<file path="src/rtl/hslc_pkg.sv">
// Shared types and constants for the HSL to RGB converter.
// No dependencies; imported by hslc_channel and hsl_to_rgb_converter_core.
`default_nettype none

package hslc_pkg;

    localparam int STAGES = 8;

    // one bit per pipeline register set, index 1 is the input stage
    typedef logic [STAGES:1] stage_vec_t;

endpackage : hslc_pkg

`default_nettype wire

</file>
<file path="src/rtl/hslc_channel.sv">
// One colour channel: hue ramp weight, ramp product, blend and scale to 8 bits.
// Occupies pipeline stages 4 to 8. Depends on hslc_pkg.
`default_nettype none

module hslc_channel
    import hslc_pkg::*;
#(
    parameter int FRAC_BITS = 15
)
(
    input  wire logic                   clk,
    input  wire stage_vec_t             load,
    input  wire logic [FRAC_BITS+1:0]   t3,
    input  wire logic [2*FRAC_BITS-1:0] sc,
    input  wire logic [3*FRAC_BITS:0]   base,
    output logic [7:0]                  chan
);

    localparam int F  = FRAC_BITS;
    localparam int TW = F + 2;
    localparam int MW = F + 1;
    localparam int PW = 2 * F + 1;
    localparam int XW = 3 * F + 1;

    localparam logic [TW:0] ONE_T   = (TW+1)'(1) << F;
    localparam logic [TW:0] TWO_T   = (TW+1)'(2) << F;
    localparam logic [TW:0] THREE_T = (TW+1)'(3) << F;
    localparam logic [TW:0] FOUR_T  = (TW+1)'(4) << F;

    logic [TW:0]   t2;
    logic [TW:0]   fall;
    logic [MW-1:0] m_next;
    logic [MW-1:0] m_reg;
    logic [PW-1:0] ph_reg;
    logic [PW-1:0] pl_reg;
    logic [XW-1:0] y_next;
    logic [XW-1:0] y_reg;
    logic [XW-1:0] x_next;
    logic [XW-1:0] x_reg;
    logic [XW+7:0] scaled;
    logic [7:0]    chan_reg;

    // weight of (q - p): rising edge, plateau, falling edge, floor
    always_comb
    begin
        t2   = {t3, 1'b0};
        fall = FOUR_T - t2;
        if (t2 < ONE_T)
        begin
            m_next = t2[MW-1:0];
        end
        else if (t2 < THREE_T)
        begin
            m_next = ONE_T[MW-1:0];
        end
        else if ({1'b0, t3} < TWO_T)
        begin
            m_next = fall[MW-1:0];
        end
        else
        begin
            m_next = '0;
        end
    end

    assign y_next = XW'({ph_reg, {F{1'b0}}}) + XW'(pl_reg);
    assign x_next = base + {y_reg[XW-2:0], 1'b0};
    assign scaled = {x_reg, 8'b0} - {8'b0, x_reg};

    always_ff @(posedge clk)
    begin
        if (load[4])
        begin
            m_reg <= m_next;
        end
        if (load[5])
        begin
            ph_reg <= sc[2*F-1:F] * m_reg;
            pl_reg <= sc[F-1:0] * m_reg;
        end
        if (load[6])
        begin
            y_reg <= y_next;
        end
        if (load[7])
        begin
            x_reg <= x_next;
        end
        if (load[8])
        begin
            chan_reg <= scaled[3*F+7:3*F];
        end
    end

    assign chan = chan_reg;

endmodule : hslc_channel

`default_nettype wire

</file>
<file path="src/rtl/hsl_to_rgb_converter_core.sv">
// HSL to RGB converter, top level: input clamp, q/p terms, hue offsets, pipeline control.
// Depends on hslc_pkg and hslc_channel.
//
// Usage:
//   Input channel hsl_valid/hsl_stall carries hue, saturation and lightness,
//   unsigned fractions with 2^FRAC_BITS meaning 1.0; values above 1.0 are
//   clamped. Output channel rgb_valid/rgb_stall carries red, green, blue.
//   A transaction completes on a rising edge with valid high and stall low.
//   rgb_valid rises when a transaction reaches the last of the eight register
//   stages; one transaction per cycle is sustained while rgb_stall is low.
//   Each stage has its own valid bit and loads when empty or when the next
//   stage moves, so bubbles close up while the receiver stalls; hsl_stall
//   rises only once every stage holds a transaction. A stalled result stays
//   unchanged on the outputs.
//   Reset clears all valid bits; the pipeline is empty afterwards.
`default_nettype none

module hsl_to_rgb_converter_core
    import hslc_pkg::*;
#(
    parameter int FRAC_BITS = 15
)
(
    input  wire logic        clk,
    input  wire logic        rst_n,
    input  wire logic        hsl_valid,
    output logic             hsl_stall,
    input  wire logic [15:0] hue,
    input  wire logic [15:0] saturation,
    input  wire logic [15:0] lightness,
    output logic             rgb_valid,
    input  wire logic        rgb_stall,
    output logic [7:0]       red,
    output logic [7:0]       green,
    output logic [7:0]       blue
);

    localparam int F  = FRAC_BITS;
    localparam int IW = (F + 1 > 16) ? F + 1 : 16;
    localparam int TW = F + 2;
    localparam int XW = 3 * F + 1;

    localparam logic [IW-1:0] ONE_I   = IW'(1) << F;
    localparam logic [F:0]    ONE_V   = (F+1)'(1) << F;
    localparam logic [F:0]    HALF_V  = (F+1)'(1) << (F - 1);
    localparam logic [TW:0]   ONE_T   = (TW+1)'(1) << F;
    localparam logic [TW:0]   TWO_T   = (TW+1)'(2) << F;
    localparam logic [TW:0]   THREE_T = (TW+1)'(3) << F;

    stage_vec_t valid_reg;
    stage_vec_t ready;

    logic [IW-1:0] hue_x;
    logic [IW-1:0] sat_x;
    logic [IW-1:0] lit_x;

    logic [F:0]      h1_reg, s1_reg, l1_reg;
    logic [F:0]      s2_reg, l2_reg;
    logic [F-1:0]    c2_reg;
    logic [TW-1:0]   h3_2_reg;
    logic [F:0]      c_full;
    logic [2*F:0]    sc_prod;
    logic [TW:0]     tr_sum;
    logic [TW:0]     tr_wrap;
    logic [TW:0]     tb_wrap;
    logic [2*F-1:0]  sc3_reg, sc4_reg;
    logic [F:0]      l3_reg, l4_reg;
    logic [TW-1:0]   tr3_reg, tg3_reg, tb3_reg;
    logic [XW-1:0]   base5_reg, base6_reg;

    // ready ripples back from the output register
    always_comb
    begin
        ready[STAGES] = !valid_reg[STAGES] || !rgb_stall;
        for (int k = STAGES - 1; k >= 1; k--)
        begin
            ready[k] = !valid_reg[k] || ready[k+1];
        end
    end

    always_ff @(posedge clk or negedge rst_n)
    begin
        if (!rst_n)
        begin
            valid_reg <= '0;
        end
        else
        begin
            if (ready[1])
            begin
                valid_reg[1] <= hsl_valid;
            end
            for (int k = 2; k <= STAGES; k++)
            begin
                if (ready[k])
                begin
                    valid_reg[k] <= valid_reg[k-1];
                end
            end
        end
    end

    assign hsl_stall = !ready[1];
    assign rgb_valid = valid_reg[STAGES];

    // widen the inputs to IW bits for the clamp to 1.0
    assign hue_x = IW'(hue);
    assign sat_x = IW'(saturation);
    assign lit_x = IW'(lightness);

    // c = min(l, 1-l); q - p = 2sc, p = l - sc
    assign c_full  = (l1_reg < HALF_V) ? l1_reg : ONE_V - l1_reg;
    assign sc_prod = s2_reg * c2_reg;

    // hue offsets in units of 1/(3*ONE), wrapped into [0, 3]
    assign tr_sum  = {1'b0, h3_2_reg} + ONE_T;
    assign tr_wrap = (tr_sum > THREE_T) ? tr_sum - THREE_T : tr_sum;
    assign tb_wrap = ({1'b0, h3_2_reg} < ONE_T) ? {1'b0, h3_2_reg} + TWO_T
                                                : {1'b0, h3_2_reg} - ONE_T;

    always_ff @(posedge clk)
    begin
        if (ready[1])
        begin
            h1_reg <= (hue_x > ONE_I) ? ONE_V : hue_x[F:0];
            s1_reg <= (sat_x > ONE_I) ? ONE_V : sat_x[F:0];
            l1_reg <= (lit_x > ONE_I) ? ONE_V : lit_x[F:0];
        end
        if (ready[2])
        begin
            s2_reg   <= s1_reg;
            l2_reg   <= l1_reg;
            c2_reg   <= c_full[F-1:0];
            h3_2_reg <= TW'({h1_reg, 1'b0}) + TW'(h1_reg);
        end
        if (ready[3])
        begin
            sc3_reg <= sc_prod[2*F-1:0];
            l3_reg  <= l2_reg;
            tr3_reg <= tr_wrap[TW-1:0];
            tg3_reg <= h3_2_reg;
            tb3_reg <= tb_wrap[TW-1:0];
        end
        if (ready[4])
        begin
            sc4_reg <= sc3_reg;
            l4_reg  <= l3_reg;
        end
        if (ready[5])
        begin
            base5_reg <= {l4_reg, {(2*F){1'b0}}} - XW'({sc4_reg, {F{1'b0}}});
        end
        if (ready[6])
        begin
            base6_reg <= base5_reg;
        end
    end

    hslc_channel #(.FRAC_BITS(FRAC_BITS)) u_red
    (
        .clk  (clk),
        .load (ready),
        .t3   (tr3_reg),
        .sc   (sc4_reg),
        .base (base6_reg),
        .chan (red)
    );

    hslc_channel #(.FRAC_BITS(FRAC_BITS)) u_green
    (
        .clk  (clk),
        .load (ready),
        .t3   (tg3_reg),
        .sc   (sc4_reg),
        .base (base6_reg),
        .chan (green)
    );

    hslc_channel #(.FRAC_BITS(FRAC_BITS)) u_blue
    (
        .clk  (clk),
        .load (ready),
        .t3   (tb3_reg),
        .sc   (sc4_reg),
        .base (base6_reg),
        .chan (blue)
    );

endmodule : hsl_to_rgb_converter_core

`default_nettype wire

</file>
<file path="config.mk">
export PLATFORM = sky130hd
export DESIGN_NAME = hsl_to_rgb_converter_core
export DESIGN_NICKNAME = d
export VERILOG_FILES = /design/src/rtl/hslc_pkg.sv /design/src/rtl/hslc_channel.sv /design/src/rtl/hsl_to_rgb_converter_core.sv
export SDC_FILE = /design/constraint.sdc
export NUM_CORES = 2
export LEC_CHECK = 0
export ABC_AREA = 1
export ABC_CLOCK_PERIOD_IN_PS = 13400
export BUFFER_PORTS_ARGS = -buffer_cell sky130_fd_sc_hd__buf_2
export CAP_MARGIN = 20
export CORE_AREA = 4 4 574 519
export CTS_CLUSTER_DIAMETER = 30
export DETAILED_ROUTE_END_ITERATION = 8
export DIE_AREA = 0 0 578 523
export PLACE_DENSITY_LB_ADDON = 0.3
export SYNTH_ARGS = -nofsm -noshare
export SYNTH_HDL_FRONTEND = slang
export SYNTH_SLANG_ARGS = --single-unit
</file>
<file path="constraint.sdc">
create_clock -name clk -period 13.4 [get_ports clk]
set_input_delay 2.68 -clock clk [delete_from_list [all_inputs] [get_ports clk]]
set_output_delay 2.68 -clock clk [all_outputs]
set_load 0.05 [all_outputs]
</file>
# ---- Word level (Yosys, flattened, before mapping)
# Cells that the tools add are included.
dict set report totals {
  register_bits 883
  latch_bits 0
  ramBits 0
  mem_bits_ro 0
  inputBits 52
  out_inout_bits 26
  elab_cells 122
  memories 0
}
dict set report classes {
  n_addsub 19
  mul 7
  div_mod_pow 0
  n_lt_le_gt_ge 15
  n_eq_ne 0
  shift 0
  mux 12
  bitwise 3
  reduce_logical 21
}
# operator n
set ops {}
lappend ops {{$sub 53x46->53} 3}
lappend ops {{$mux 16} 9}
lappend ops {{$add 46x46->46} 3}
lappend ops {{$add 45x31->45} 3}
lappend ops {{$mul 15x16->31} 3}
lappend ops {{$mul 15x16->30} 3}
lappend ops {{$lt 18x16->1 const B} 3}
lappend ops {{$lt 18x17->1 const B} 3}
lappend ops {{$lt 17x17->1 const B} 3}
lappend ops {{$gt 16x16->1 const B} 3}
lappend ops {{$sub 1x16->16 const A} 3}
lappend ops {{$sub 46x45->46} 1}
lappend ops {{$mux 17} 2}
lappend ops {{$mul 16x15->30} 1}
lappend ops {{$add 17x16->18 const B} 1}
lappend ops {{$gt 18x17->1 const B} 1}
lappend ops {{$add 17x16->17} 1}
lappend ops {{$add 17x17->17 const B} 1}
lappend ops {{$lt 17x16->1 const B} 1}
lappend ops {{$sub 17x16->17 const B} 1}
lappend ops {{$sub 17x17->17 const B} 1}
lappend ops {{$lt 16x15->1 const B} 1}
lappend ops {{$mux 15} 1}
lappend ops {{$sub 1x15->15 const A} 1}
lappend ops {{4 further kinds} 24}

# ---- Depth between registers and ports, before layout
dict set report logic_depth {
  depth_word 10
  mapped_depth 27
  depth_no_buf 25
}

# ---- Modules after synthesis
# Synthesis repeated with hierarchy kept, for this count alone.
dict set report unflattened {
  hier_cells 14523
  area_unflattened_um2 109095.9
}
# mod n_inst cells_each area_per_inst_um2 seq_area_each_um2
set modules_own_cells {}
lappend modules_own_cells {{hslc_channel (u_red)} 1 4094 29459.5 5165.0}
lappend modules_own_cells {{hslc_channel (u_blue)} 1 4107 29408.2 5165.0}
lappend modules_own_cells {{hslc_channel (u_green)} 1 4105 29315.6 5165.0}
lappend modules_own_cells {hsl_to_rgb_converter_core 1 2217 20912.6 8788.4}

# ---- Least setup slack after synthesis
# OpenSTA, ideal clock, no wires.
dict set report synth_path {
  path_kind {in2out}
  startpoint {input port rgb_stall}
  endpoint {output port hsl_stall}
  arrival_time_ns 9.098
  t_required_ns 10.720
  slack_ns 1.622
  stages 10
  path_cell_list {nand2_2 -> nor2_2 -> inv_2 -> nor2_2 -> nand2_2 -> nor2_4 -> nand2_2 -> nor2_4 -> nand2_2 -> inv_2}
}
dict set report synth_via {
  elab_chain_len 10
}
# element line_no
set synth_rtl {}
lappend synth_rtl {{from (decl)} hsl_to_rgb_converter_core.sv:32} ;# input wire logic rgb_stall,
lappend synth_rtl {{$logic_not 1->1} hsl_to_rgb_converter_core.sv:74} ;# ready[STAGES] = !valid_reg[STAGES] || !rgb_stall;
lappend synth_rtl {{$logic_or 1x1->1} hsl_to_rgb_converter_core.sv:74}
lappend synth_rtl {{$logic_or 1x1->1} hsl_to_rgb_converter_core.sv:77} ;# ready[k] = !valid_reg[k] || ready[k+1];
lappend synth_rtl {{net ready[6]} hsl_to_rgb_converter_core.sv:51} ;# stage_vec_t ready;
lappend synth_rtl {{$logic_or 1x1->1 (2 in a row)} hsl_to_rgb_converter_core.sv:77}
lappend synth_rtl {{net ready[4]} hsl_to_rgb_converter_core.sv:51}
lappend synth_rtl {{$logic_or 1x1->1 (2 in a row)} hsl_to_rgb_converter_core.sv:77}
lappend synth_rtl {{net ready[2]} hsl_to_rgb_converter_core.sv:51}
lappend synth_rtl {{$logic_or 1x1->1 (2 in a row)} hsl_to_rgb_converter_core.sv:77}
lappend synth_rtl {{$logic_not 1->1} hsl_to_rgb_converter_core.sv:103} ;# assign hsl_stall = !ready[1];
lappend synth_rtl {{to (decl)} hsl_to_rgb_converter_core.sv:27} ;# output logic hsl_stall,
# The timed path passes the listed nets, and every way through them passes these cells.

# ---- Final worst setup path
dict set report layout_path {
  startpoint {input port rgb_stall}
  endpoint {output port hsl_stall}
}
dict set report layout_via {
  elab_chain_len 10
}
# element line_no
set layout_rtl {}
lappend layout_rtl {{$logic_not 1->1} hsl_to_rgb_converter_core.sv:74}
lappend layout_rtl {{$logic_or 1x1->1} hsl_to_rgb_converter_core.sv:74}
lappend layout_rtl {{net ready[7]} hsl_to_rgb_converter_core.sv:51}
lappend layout_rtl {{$logic_or 1x1->1} hsl_to_rgb_converter_core.sv:77}
lappend layout_rtl {{net ready[6]} hsl_to_rgb_converter_core.sv:51}
lappend layout_rtl {{$logic_or 1x1->1 (2 in a row)} hsl_to_rgb_converter_core.sv:77}
lappend layout_rtl {{net ready[4]} hsl_to_rgb_converter_core.sv:51}
lappend layout_rtl {{$logic_or 1x1->1 (2 in a row)} hsl_to_rgb_converter_core.sv:77}
lappend layout_rtl {{net ready[2]} hsl_to_rgb_converter_core.sv:51}
lappend layout_rtl {{$logic_or 1x1->1 (2 in a row)} hsl_to_rgb_converter_core.sv:77}
lappend layout_rtl {{$logic_not 1->1} hsl_to_rgb_converter_core.sv:103}
# The timed path passes the listed nets, and every way through them passes these cells.

==> metrics.txt <==
mux contribution to synthesized area=0%; CP endpoint kind=output port; cells after synthesis=13000; drt initial violations=5869; FP Rows=188; Residual DRC=0; largest net degree at the start of global routing=90; final number of max-transition violations=0; insertion delay to the later sink of the worst-skew pair=830 ps; period utilization=69.1%; Routability Congestion=0.943; failing checks=antenna violations; post-synth cell types=49; Reg clk slew, reported paths=50 ps; H-tree Lvls=4; Synth Register Bits=804; Post-Synth XOR/XNOR Area=2.64%; Critical path origin=rgb_stall; antenna violations before repair=7; worst relative slew slack=23.5%; Fmax=108 MHz; Mean Syn Cell Area=7.80 µm²; share of layout cells above drive strength 1=4.03%; ys flop type=edfxtp_1; Final ANT Viol Nets=1; Crit Path Class=in -> out; I/O Buffers=77; core area=291000 µm²; number of global-route vias before repair=79500; TritonCTS clock tree=built; worst reg2reg startpoint=sc4_reg[18]; Via density=4.67; Starting Density=35.0%; Max Fanout on Critical Path=72; global-route usage over all layers=18.7%; Hold Crit Class=reg -> reg; CTS root buf=clkbuf_16; Max Buffers Root-to-Sink=4; sequential-to-total area share from yosys stat=23.7%; Fin Setup TNS=0 ps; WL final=279000 µm; Post-CTS Setup Bufs=0; Worst Tran Pin Value=1150 ps; Hold Crit Start=base5_reg[38]; Pre-Repair DR Iteration Count=7; # hold bufs at CTS=0; clock sinks=804; Worst Skew=80.8 ps; DIE WIDTH=578 µm; Fin. Hold Viols=0; chip height=523 µm; adder-cell area share of the yosys netlist=34.6%; synthesized area=102000 µm²; Critical Path RT=10720 ps; Worst EP arrival=6580 ps; Post-synth EDFFs=796; Num CTS Buffers=171; number of setup violations in the final report=0; cts repair resizes=0; ys async rst share=0.995%; MaxCap Viol Count=0; gr ovfl total=0; I/O Pins=78; Syn Nets=15200; area grow syn2layout=10.2%; die area=302000 µm²; Avg WL per Cell=16.3 µm; minimum clock period=9260 ps; reg2reg setup slack=6640 ps; Warnings, synthesis=0; Final nets=15200; largest family of logic cells by synthesized area=adder cells; Synth Area in Compound Gates=4.40%; unrepaired setup endpoints after global routing=no; HPWL Detailed=217000 µm; Synth Area in Simple Gates=20.8%; CP Launch Type=input pin; global-route wire length before repair=449000 µm; run status=finished, violations left; Vias=79700
## worst max-delay path, cell delays in order
cell and delay (ps):
buf_2 140, nand2_2 440, nor2_2 360, inv_6 230, nor2_2 400, nand2_8 360, nor2_4 290, nand2_4 490
nor2_4 320, nand2_2 60, buf_4 320, inv_2 120, buf_2 270
## area by class of cell
type                    count  area, µm²
diodes                      6       15.0
clock buffers             179       4350
clock inverters           129       1370
fillers                 30100     179000
inverters                3421      12900
multi-input cells        8481      63600
flip-flops and latches    804      24100
well taps                3895       4870
repair buffers            165       1050
## placed cells by master (no fill, tap or decap), types with 55 or more instances in the layout
cell       Yosys  layout
clkbuf_16      0     173
fa_1        1185    1185
a21oi_1      439     439
buf_2          2      77
xnor2_1       55      55
inv_1       3412    3409
xor2_1       252     252
nand2_1     3716    3716
o21ai_0      225     225
ha_1         921     921
buf_4          0      87
edfxtp_1     796     796
nor2_1       701     701
nand3_1      429     429
nor3_1       113     113
nand4_1      145     145
## final timing paths
path	cells after the start	to
worst max register to register	21	u_red.ph_reg[22]
worst min-delay path	0	base6_reg[38]
min in group asynchronous	1	valid_reg[5]
max in group asynchronous	1	valid_reg[0]
worst min register to register	0	base6_reg[38]
worst max-delay path	13	hsl_stall
## cells in the mapped netlist, types with 2 or more instances
master	count	area share, %
o21bai_1	43	0.32
nor3_1	113	0.56
edfxtp_1	796	23
o21ai_0	225	1.1
xor2_1	252	2.2
dfrtp_1	8	0.20
nand4_1	145	0.89
o211ai_1	8	0.059
a21boi_0	13	0.096
o21ai_1	8	0.039
nand3_1	429	2.1
o22ai_1	24	0.15
nand3b_1	16	0.12
nor2_2	16	0.098
a21o_1	13	0.096
and3_1	6	0.037
inv_1	3412	13
a31oi_1	15	0.092
and2_1	15	0.092
nand2_2	14	0.086
nor3b_1	5	0.037
nor3_2	5	0.049
inv_2	8	0.029
or2_2	12	0.074
a211oi_1	6	0.044
buf_2	2	0.0098
o21a_1	23	0.17
o31ai_1	3	0.022
nand2_1	3716	14
ha_1	921	11
buf_6	2	0.022
fa_1	1185	23
nor4_1	35	0.22
nor2_4	6	0.066
a21oi_1	439	2.2
o21ai_2	5	0.043
clkbuf_1	264	0.97
buf_1	73	0.27
xnor2_1	55	0.47
nand3_2	3	0.029
nor2_1	701	2.6
## through the flow
step           cell area (µm²)  util [%]  instances  worst slack (ps)  hold slack, ps
6_report                112000      38.5      17100              4140             338
2_1_floorplan           102000         -      13000              1620             400
3_5_place_dp            106000      36.6      16800              3870             405
5_1_grt                 112000      38.5      17100              3640             329
4_1_cts                 112000      38.5      17100              3860             331
3_3_place_gp            106000      36.6      16800              3900             400
## layer usage
layer	up-vias	global-route usage (%)	routed length (µm)
met4	4	4.34	6740
li1	39300	-	-
met3	332	2.69	18200
met5	-	0	21
met2	2252	28.3	118000
met1	37800	28.0	136000
## cells by family after synthesis
logic type                 count (synthesis)
adders and majority gates               2106
AOI/OAI and AO/OA                        826
and+or+nand+nor                         5242
xor gates and xnor gates                 307
buffers and inverters                   3763
DFF                                      804
Power is not shown: default switching activity piles up to over one toggle a cycle in this logic, so the estimate is an artifact.
